`src/hw/rtl/mfre_pkg.sv`:
```
// ----------------------------------------------------------------------------
// mfre_pkg
// Shared types and codes for the monochrome framebuffer raster engine.
// ----------------------------------------------------------------------------
package mfre_pkg;

	// Signed coordinate width, wide enough for padding ranges
	localparam int CW = 12;

	typedef logic signed [CW-1:0] coord_t;

	typedef enum logic [3:0] {
		OP_SET     = 4'd0,
		OP_CLR     = 4'd1,
		OP_INV     = 4'd2,
		OP_RDPIX   = 4'd3,
		OP_FILL    = 4'd4,
		OP_BOXCLR  = 4'd5,
		OP_BOXINV  = 4'd6,
		OP_FRAME   = 4'd7,
		OP_HLINE   = 4'd8,
		OP_CLRALL  = 4'd9,
		OP_PADEDGE = 4'd10,
		OP_PADIN   = 4'd11,
		OP_RDBYTE  = 4'd12,
		OP_SHL     = 4'd13,
		OP_SHR     = 4'd14,
		OP_NOP     = 4'd15
	} op_t;

	// What a byte walk does to each byte
	typedef enum logic [2:0] {
		K_BOX,
		K_FRAME,
		K_PAD,
		K_SHL,
		K_SHR
	} kind_t;

	typedef enum logic [1:0] {
		M_SET,
		M_CLR,
		M_INV
	} mode_t;

	// How far a walk goes: one byte, one page, the whole store
	typedef enum logic [1:0] {
		SC_ONE,
		SC_PAGE,
		SC_ALL
	} scope_t;

	typedef enum logic [3:0] {
		S_CLEAR,
		S_IDLE,
		S_WALK_RD,
		S_WALK_WR,
		S_READ,
		S_RTAKE,
		S_ROW_SETUP,
		S_CNT,
		S_CNT_END,
		S_PAD_EVAL,
		S_ROW_NEXT,
		S_DONE
	} state_t;

	// Geometry handed to the byte calculator. For padding, bx1..bx2 and
	// by1..by2 are the two column ranges and row is the padded row.
	typedef struct packed {
		kind_t  kind;
		mode_t  mode;
		coord_t bx1;
		coord_t bx2;
		coord_t by1;
		coord_t by2;
		coord_t row;
	} calc_ctl_t;

endpackage

```
`src/hw/rtl/mfre_bytecalc.sv`:
```
// ----------------------------------------------------------------------------
// mfre_bytecalc
// Computes the new value of one page byte for box, frame and padding walks.
// ----------------------------------------------------------------------------
module mfre_bytecalc import mfre_pkg::*; #(
	parameter int SCREEN_WIDTH = 128,
	parameter int KW           = 7,
	parameter int PGW          = 4
) (
	input  calc_ctl_t        ctl,
	input  logic [KW-1:0]    k,
	input  logic [PGW-1:0]   pg,
	input  logic [7:0]       old,
	output logic [7:0]       result
);

	coord_t     x;
	coord_t     r;
	logic       in1;
	logic       in2;
	logic [7:0] mask;

	// per-bit hit mask over the eight rows of this byte
	always_comb begin
		x    = coord_t'(SCREEN_WIDTH - 1) - coord_t'(k);
		in1  = (x >= ctl.bx1) && (x <= ctl.bx2);
		in2  = (x >= ctl.by1) && (x <= ctl.by2);
		mask = '0;
		r    = '0;
		for (int b = 0; b < 8; b++) begin
			r = coord_t'({pg, 3'(b)});
			case (ctl.kind)
				K_BOX: begin
					mask[7-b] = in1 && (r >= ctl.by1) && (r <= ctl.by2);
				end
				K_FRAME: begin
					mask[7-b] = (in1 && ((r == ctl.by1) || (r == ctl.by2))) ||
						(((x == ctl.bx1) || (x == ctl.bx2)) &&
						(r > ctl.by1) && (r < ctl.by2));
				end
				K_PAD: begin
					mask[7-b] = (r == ctl.row) && (in1 || in2);
				end
				default: begin
					mask[7-b] = 1'b0;
				end
			endcase
		end
	end

	// apply mask: boxes honor the mode, frame and padding only set
	always_comb begin
		if (ctl.kind == K_BOX) begin
			case (ctl.mode)
				M_SET:   result = old | mask;
				M_CLR:   result = old & ~mask;
				M_INV:   result = old ^ mask;
				default: result = old;
			endcase
		end else begin
			result = old | mask;
		end
	end

endmodule

```
`config.mk`:
```
export PLATFORM = sky130hd
export DESIGN_NAME = mfre_bytecalc
export DESIGN_NICKNAME = d
export VERILOG_FILES = /design/src/hw/rtl/mfre_pkg.sv /design/src/hw/rtl/mfre_bytecalc.sv
export SDC_FILE = /design/constraint.sdc
export NUM_CORES = 1
export LEC_CHECK = 0
export BUFFER_PORTS_ARGS = -buffer_cell sky130_fd_sc_hd__buf_4
export CAP_MARGIN = 10
export CORE_MARGIN = 2
export CORE_UTILIZATION = 40
export DETAILED_ROUTE_END_ITERATION = 12
export PLACE_DENSITY = 0.68
export SYNTH_ARGS = -nofsm -noshare
export SYNTH_HDL_FRONTEND = slang
export SYNTH_SLANG_ARGS = --single-unit
```
`constraint.sdc`:
```
create_clock -name vclk -period 8.4
set_input_delay 0.84 -clock vclk [all_inputs]
set_output_delay 0.84 -clock vclk [all_outputs]
set_load 0.005 [all_outputs]
```
==> results.toml, run 1 <==
[yosys]
synth.distinct_cells = 55
yosysMostFrequentCell = "ha_1"
netlist.area_leader.share_pct = 29.61
syn_area_per_cell_sq_um = 6.874
synth_area_leaders = "ha_1 (30%), inv_1 (7.1%), a21oi_1 (6.1%)"
yosysWarnings = 0
synthTopCellsByCount = "ha_1 (54), inv_1 (43), nor2_1 (34), a21oi_1 (28), nand2_1 (18)"
yosysSeqAreaShare_pct = 0
synth_cells = 332
yosysTopAreaCell = "ha_1"
syn_area_sq_um = 2282
synth.net_count = 470

[clocking]
cts_hold_repair.buffers = 0
cts_setup_buffers = 0
cts-resized-gates = 0

[flow_run]
cap_violations = 0

[route]
drc = 0
dr.pass1.iters = 4
final_antenna_net_count = 0
vias = 2731
first_iter_violations = 117
vias_per_cell = 5.596
wl_per_cell_um = 14.39
wl_um = 7023

[floorplanning]
rows = 27
initial_core_util_pct = 41.45
die_w_um = 79.54
die_h_um = 79.54
die_area_sq_um = 6326
core_area_sq_um = 5507
ios = 92

[final_layout]
final_util_pct = 54.94
antenna_cells = 0
clkbuf_count = 0
syn2layout_area_growth_pct = 32.57
seqCellArea_sq_um = 0
drive_above_1_share_pct = 26.20
seq_cell_count = 0
nNetsFinal = 556
postLayoutCellArea_sq_um = 3025

[grt]
grt_pass1_wl_um = 11290
grt_start_max_net_pins = 19
grt_pass1_vias = 2512
grt_overflow = 0
antenna_found_initial = 0
grtUsageTotal_pct = 21.42

[timing]
fin_crit_sh_pct = 57.53
setup_viol = 0
tns_ns = 0
worstMarginPinSlew_ns = 0.6784
hold_violations = 0
finalMaxSlewViolations = 0
max_slew_margin_pct = 54.29
finalCriticalPeriod_ns = 4.832
max_freq_mhz = 206.9
rsz0062_at_grt = "no"

[setup_path]
worstPathRequired_ns = 7.56
worstPathMaxFanout = 8
critPathKind = "input port to primary output"
end_kind = "primary output"
crit_arrival_ns = 3.99
cp-start-kind = "input port"

[pwr]
ir_drop_uv = 16.15
cellLeakagePower_uw = 0.001532
p_total_uw = 122.0
power_density_nw_per_um2 = 40.32

[placement]
gp_congestion = 0.9075
place_area_sq_um = 3025
dp_hpwl_um = 6086
portBuffers = 92

[min_path]
hp-class = "input port to primary output"

[status]
status = "complete, no violations"
==> where the power goes <==
| part | internal (uW) | leakage (uW) | switching (uW) | total [uW] |
|---|---|---|---|---|
| clock | 0 | 0 | 0 | 0 |
| sequential | 0 | 0 | 0 | 0 |
| combinational | 62.2 | 0.00153 | 59.8 | 122 |
==> cell usage in the layout (no fill, tap or decap), types with 5 or more instances in the layout <==
cell / Yosys / routed
a21o_1: 6 / 6
a21oi_1: 28 / 28
a221oi_1: 6 / 6
a22oi_1: 5 / 5
buf_4: 0 / 92
ha_1: 54 / 54
inv_1: 43 / 43
nand2_1: 18 / 18
nand3_1: 9 / 9
nand4_1: 5 / 5
nor2_1: 34 / 34
nor2b_1: 7 / 7
nor3_1: 11 / 11
o21ai_0: 15 / 15
o22ai_1: 6 / 6
==> cell type report <==
class	instances	area, sq um
repair buffers	92	690.7
well taps	72	90.09
fillers	543	2481
multi-input cells	281	2083
inverters	43	161.4
==> logic make-up after synthesis <==
family / synth area share [%]
AO/OA/AOI/OAI: 28.45
XOR/XNOR: 1.535
AND/OR/NAND/NOR: 27.96
multiplexers: 3.728
adder cells (fa/ha/maj): 29.61
buffers and inverters: 8.717
==> layer usage <==
layer	track usage, %	share of wire (%)	vias up
met5	0	0	-
met4	1.552	0.53	0
met3	1.810	5.9	4
met2	36.55	46	72
met1	30.34	48	1255
li1	-	-	1400
==> final timing paths <==
| kind | slack, ns | from | depth (start not counted) | to |
|---|---|---|---|---|
| setup / recovery | 3.57 | k[2] | 16 | result[1] |
| hold / removal | 2.09 | ctl[61] | 3 | result[3] |
==> stage by stage <==
stage | cells | hold slack, ns | worst slack, ns
2_1_floorplan | 332 | 1.881 | 4.235
3_3_place_gp | 488 | 2.090 | 3.644
3_5_place_dp | 488 | 2.090 | 3.620
4_1_cts | 488 | 2.088 | 3.606
5_1_grt | 488 | 2.125 | 3.344
6_report | 488 | 2.085 | 3.568
==> critical path: stages <==
cell and delay, ns:
buf_4 0.11, inv_1 0.13, ha_1 0.26, a21oi_1 0.11
o21ai_0 0.13, a21oi_1 0.21, o21ai_0 0.12, a31oi_1 0.32
o21bai_2 0.22, a2111oi_1 0.66, ha_1 0.36, mux2i_1 0.12
nand2_1 0.06, o21ai_0 0.07, a22oi_1 0.09, buf_4 0.17
No activity file was read; power rests on OpenSTA's default activity.
==> run 2: changes to the inputs <==
clock period = 4.8 ns   (was 8.4 ns; I/O delays follow)
==> run 2 against run 1 <==
Against the previous run:
- first-iteration DRC count rose by 57%
- worst setup slack worse by 3.0 ns
- utilization increased by 0.14 points
- clock-buffer cell count stayed put
- critical path type unchanged
- highest routed layer unchanged
==> results.toml, run 2 (synthesis gave the netlist of run 1 again) <==
[final_layout]
drive_above_1_share_pct = 26.38
syn2layout_area_growth_pct = 32.89
layout_commonest_cell = "buf_4"
final_cell_mix = "buf_4 (93), ha_1 (54), inv_1 (43)"
final_util_pct = 55.08
antenna_cells = 0
seqCellArea_sq_um = 0
nNetsFinal = 557
seq_cell_count = 0
clkbuf_count = 0

[timing]
max_slew_margin_pct = 45.71
finalCriticalPeriod_ns = 4.201
max_freq_mhz = 238.1
fin_crit_sh_pct = 87.51
tns_ns = 0
rsz0062_at_grt = "no"
finalMaxSlewViolations = 0
hold_violations = 0
worstMarginPinSlew_ns = 0.8123
setup_viol = 0

[setup_path]
cp-start-kind = "input port"
critPathKind = "input port to primary output"
crit_arrival_ns = 3.72
worstPathRequired_ns = 4.32
end_kind = "primary output"
worstPathMaxFanout = 5

[route]
drc = 0
dr_wl_met3_um = 511
final_antenna_net_count = 0
routed.top_layer = "met4"
wl_um = 6914
vias_per_cell = 5.603
wl_per_cell_um = 14.14
vias = 2740
dr.pass1.iters = 5
drt-met1-wl_um = 3222
wl_met2_um = 3094
first_iter_violations = 184

[floorplanning]
die_w_um = 79.54
die_h_um = 79.54
ios = 92
initial_core_util_pct = 41.45
die_area_sq_um = 6326
rows = 27
core_area_sq_um = 5507

[clocking]
cts_hold_repair.buffers = 0
cts-resized-gates = 0
cts_setup_buffers = 0

[min_path]
hp-class = "input port to primary output"
hold_start = "ctl[61]"
min_path_cells = 3
hold_end = "result[3]"

[status]
status = "complete, no violations"

[pwr]
power_density_nw_per_um2 = 70.03
ir_drop_uv = 28.39
cellLeakagePower_uw = 0.001537

[grt]
grtUsageTotal_pct = 21.70
grt_overflow = 0
antenna_found_initial = 0
grt_pass1_wl_um = 11380
grt_start_max_net_pins = 19
grt_pass1_vias = 2546

[flow_run]
cap_violations = 0

[placement]
dp_hpwl_um = 6029
portBuffers = 92
gp_congestion = 0.9394
## run 2: cell count changes in the layout (fill, tap and decap cells not counted)
cell	delta
buf_4	+1
## run 2: stage by stage
step / hold slack (ns) / worst slack, ns / instance area, sq um / total power, uW / cells
finish: 1.365 / 0.5995 / 3033 / 212.4 / 489
global route: 1.391 / 0.2765 / 3033 / 240.6 / 489
global placement: 1.372 / 0.6768 / 3033 / 206.7 / 489
CTS: 1.368 / 0.5879 / 3033 / 211.9 / 489
detailed placement: 1.370 / 0.6073 / 3033 / 211.2 / 489
floorplan: 1.161 / 1.355 / 2282 / 112.3 / 332
## run 2: power by group
part | internal, uW | switching, uW | leakage [uW]
logic | 109 | 104 | 0.00154
clock network | 0 | 0 | 0
registers | 0 | 0 | 0
## run 2: worst max-delay path by stage
stage | start | end | cells after the start
2_1_floorplan | ctl[58] | result[3] | 12
3_3_place_gp | ctl[29] | result[1] | 16
3_5_place_dp | ctl[30] | result[1] | 16
4_1_cts | ctl[30] | result[1] | 16
5_1_grt | k[2] | result[1] | 16
6_report | ctl[30] | result[1] | 16
## run 2: critical path, stage by stage
cell	delay, ns
buf_4	0.11
inv_1	0.08
ha_1	0.24
and4b_1	0.24
o21a_1	0.12
o21a_1	0.18
or2_2	0.33
o21a_1	0.12
o211a_1	0.21
a2111oi_1	0.71
ha_1	0.37
mux2i_1	0.14
nand2_1	0.06
o21ai_0	0.07
a22oi_1	0.08
buf_4	0.15
## run 2: area by class of cell
| cell class | count | area [sq um] |
|---|---|---|
| Tap cell | 72 | 90.09 |
| Timing Repair Buffer | 93 | 698.2 |
| Multi-Input combinational cell | 281 | 2083 |
| Inverter | 43 | 161.4 |
| Fill cell | 581 | 2474 |
## run 2: metal layers
metal  GRT usage (%)  up-vias
met3           1.810       19
met1           30.74     1217
met2           37.23      101
met4           1.207        0
li1                -     1403
met5               0        -
==> run 3: changes to the inputs <==
ABC_AREA = 1   (was not set)
PLACE_DENSITY = 0.65   (was 0.68)
==> run 3 against run 2 <==
Against the previous run:
- wire length up 24%
- die area grew 23%
- critical path type unchanged
- via count rose by 28%
- combinational power up 16%
- global-route usage rose by 0.28 points
- hold slack worse by 0.051 ns
- worst setup slack better by 0.72 ns
- design area increased by 20%
- clock-buffer cell count unchanged
- flip-flop and latch count unchanged
==> results.toml, run 3 <==
[status]
status = "complete, no violations"

[placement]
place_area_sq_um = 3633
portBuffers = 92
dp_hpwl_um = 7524
dp_slack_ns = 1.350
gp_congestion = 0.9531

[yosys]
yosysWarnings = 0
synth.distinct_cells = 32
synth_cells = 541
yosysMostFrequentCell = "nand2_1"
synth_area_leaders = "nand2_1 (24%), ha_1 (24%), inv_1 (12%)"
syn_area_sq_um = 2845
synth.net_count = 679
yosysSeqAreaShare_pct = 0
syn_area_per_cell_sq_um = 5.259
yosysTopAreaCell = "nand2_1"
synthTopCellsByCount = "nand2_1 (182), inv_1 (91), nor2_1 (63), ha_1 (54), nand3_1 (54)"
netlist.area_leader.share_pct = 24.01

[setup_path]
worstPathMaxFanout = 11
critPathKind = "input port to primary output"
worstPathRequired_ns = 4.32
path_cells = "buf_4 -> inv_1 -> ha_1 -> nand4_2 -> nor2_2 -> nand4_1 -> nand2_1 -> nand3_1 -> a21oi_1 -> nor2_1 -> ha_1 -> o311ai_0 -> o211ai_1 -> o21ai_0 -> buf_4"
max_stage_delay_ns = 0.37
cp-start-kind = "input port"
end_kind = "primary output"
critPathSlowestCell = "nor2_2"
crit_arrival_ns = 3.00

[timing]
tns_ns = 0
fin_crit_sh_pct = 72.57
hold_violations = 0
finalMaxSlewViolations = 0
max_freq_mhz = 287.1
finalCriticalPeriod_ns = 3.483
setup_slack_ns = 1.317
worstMarginPinSlew_ns = 0.4405
rsz0062_at_grt = "no"
max_slew_margin_pct = 70.60
setup_viol = 0

[clocking]
cts-resized-gates = 0
cts_hold_repair.buffers = 0
cts_setup_buffers = 0

[route]
wl_per_cell_um = 11.85
first_iter_violations = 156
drc = 0
final_antenna_net_count = 0
vias = 3510
vias_per_cell = 4.835
dr.pass1.iters = 5
wl_um = 8602

[final_layout]
nNetsFinal = 770
final_cell_mix = "nand2_1 (182), buf_4 (93), inv_1 (91)"
seq_cell_count = 0
layout_commonest_cell = "nand2_1"
postLayoutCellArea_sq_um = 3633
antenna_cells = 0
fillCellCount = 752
clkbuf_count = 0
syn2layout_area_growth_pct = 27.70
seqCellArea_sq_um = 0
drive_above_1_share_pct = 20.00

[pwr]
p_seq_share_pct = 0
p_comb_share_pct = 100.0
p_switching_uw = 135.0
p_int_uw = 110.0
p_total_uw = 245.0
power_density_nw_per_um2 = 67.43
ir_drop_uv = 30.76
clkPwrFrac_pct = 0
cellLeakagePower_uw = 0.002153
netSwitchingFraction_pct = 55.12

[floorplanning]
rows = 30
initial_core_util_pct = 41.65
die_w_um = 88.34
die_area_sq_um = 7804
die_h_um = 88.34
core_area_sq_um = 6832
ios = 92

[grt]
grt_busiest_layer = "met2"
grt_util_met3_pct = 1.026
grt_overflow = 0
grt_pass1_vias = 3148
grtUsageTotal_pct = 21.98
grt_pass1_wl_um = 14080
antenna_found_initial = 0
grt.met1_usage_pct = 31.98
use_met2_pct = 37.05
grt_start_max_net_pins = 17

[flow_run]
cap_violations = 0

[min_path]
hp-class = "input port to primary output"
## run 3: changes by cell type in the layout (fill, tap and decap cells not counted), moves of 10 or more
cell / change
nor3_1: -10
nor2_1: +29
nand3_1: +45
a21oi_1: -13
nand2_1: +164
inv_1: +48
## run 3: per-layer routing
metal,vias up,wire length (um)
li1,1883,-
met2,100,3765
met3,6,447
met1,1521,4327
met4,0,61
met5,-,0
## run 3: worst paths after layout
kind | startpoint | slack (ns) | to | depth (start not counted)
max | ctl[18] | 1.32 | result[2] | 15
min | old[2] | 1.31 | result[2] | 4
## run 3: per-stage QoR
stage / hold slack [ns] / std cells / util, %
4_1_cts: 1.316 / 726 / 53.19
3_3_place_gp: 1.315 / 726 / 53.19
3_5_place_dp: 1.315 / 726 / 53.19
6_report: 1.313 / 726 / 53.19
5_1_grt: 1.351 / 726 / 53.19
2_1_floorplan: 1.116 / 541 / -
## run 3: logic make-up after synthesis
group	count (synthesis)	synth area share, %
simple gates	339	53.30
buf+inv	106	14.51
fa+ha+maj	54	23.75
compound gates	38	7.212
xor+xnor	4	1.232
## run 3: power by group through the flow
| stage | Sequential [uW] | Clock [uW] | Combinational (uW) |
|---|---|---|---|
| 4_1_cts | 0 | 0 | 245 |
| 6_report | 0 | 0 | 245 |
| 5_1_grt | 0 | 0 | 279 |
| 2_1_floorplan | 0 | 0 | 137 |
| 3_5_place_dp | 0 | 0 | 244 |
| 3_3_place_gp | 0 | 0 | 239 |
## run 3: critical path: cells and delay by family
| family | cells | cell delay [ns] |
|---|---|---|
| AND/OR/NAND/NOR | 6 | 1.03 |
| AO/OA/AOI/OAI | 4 | 0.71 |
| adder cells (fa/ha/maj) | 2 | 0.52 |
| buffers and inverters | 3 | 0.26 |
## run 3: layout make-up
type | count | area, sq um | area share (%)
inverter | 102 | 382.9 | 10.54
tap | 96 | 120.1 | 3.306
timing repair buffer | 93 | 698.2 | 19.21
multi-input combinational | 435 | 2432 | 66.94
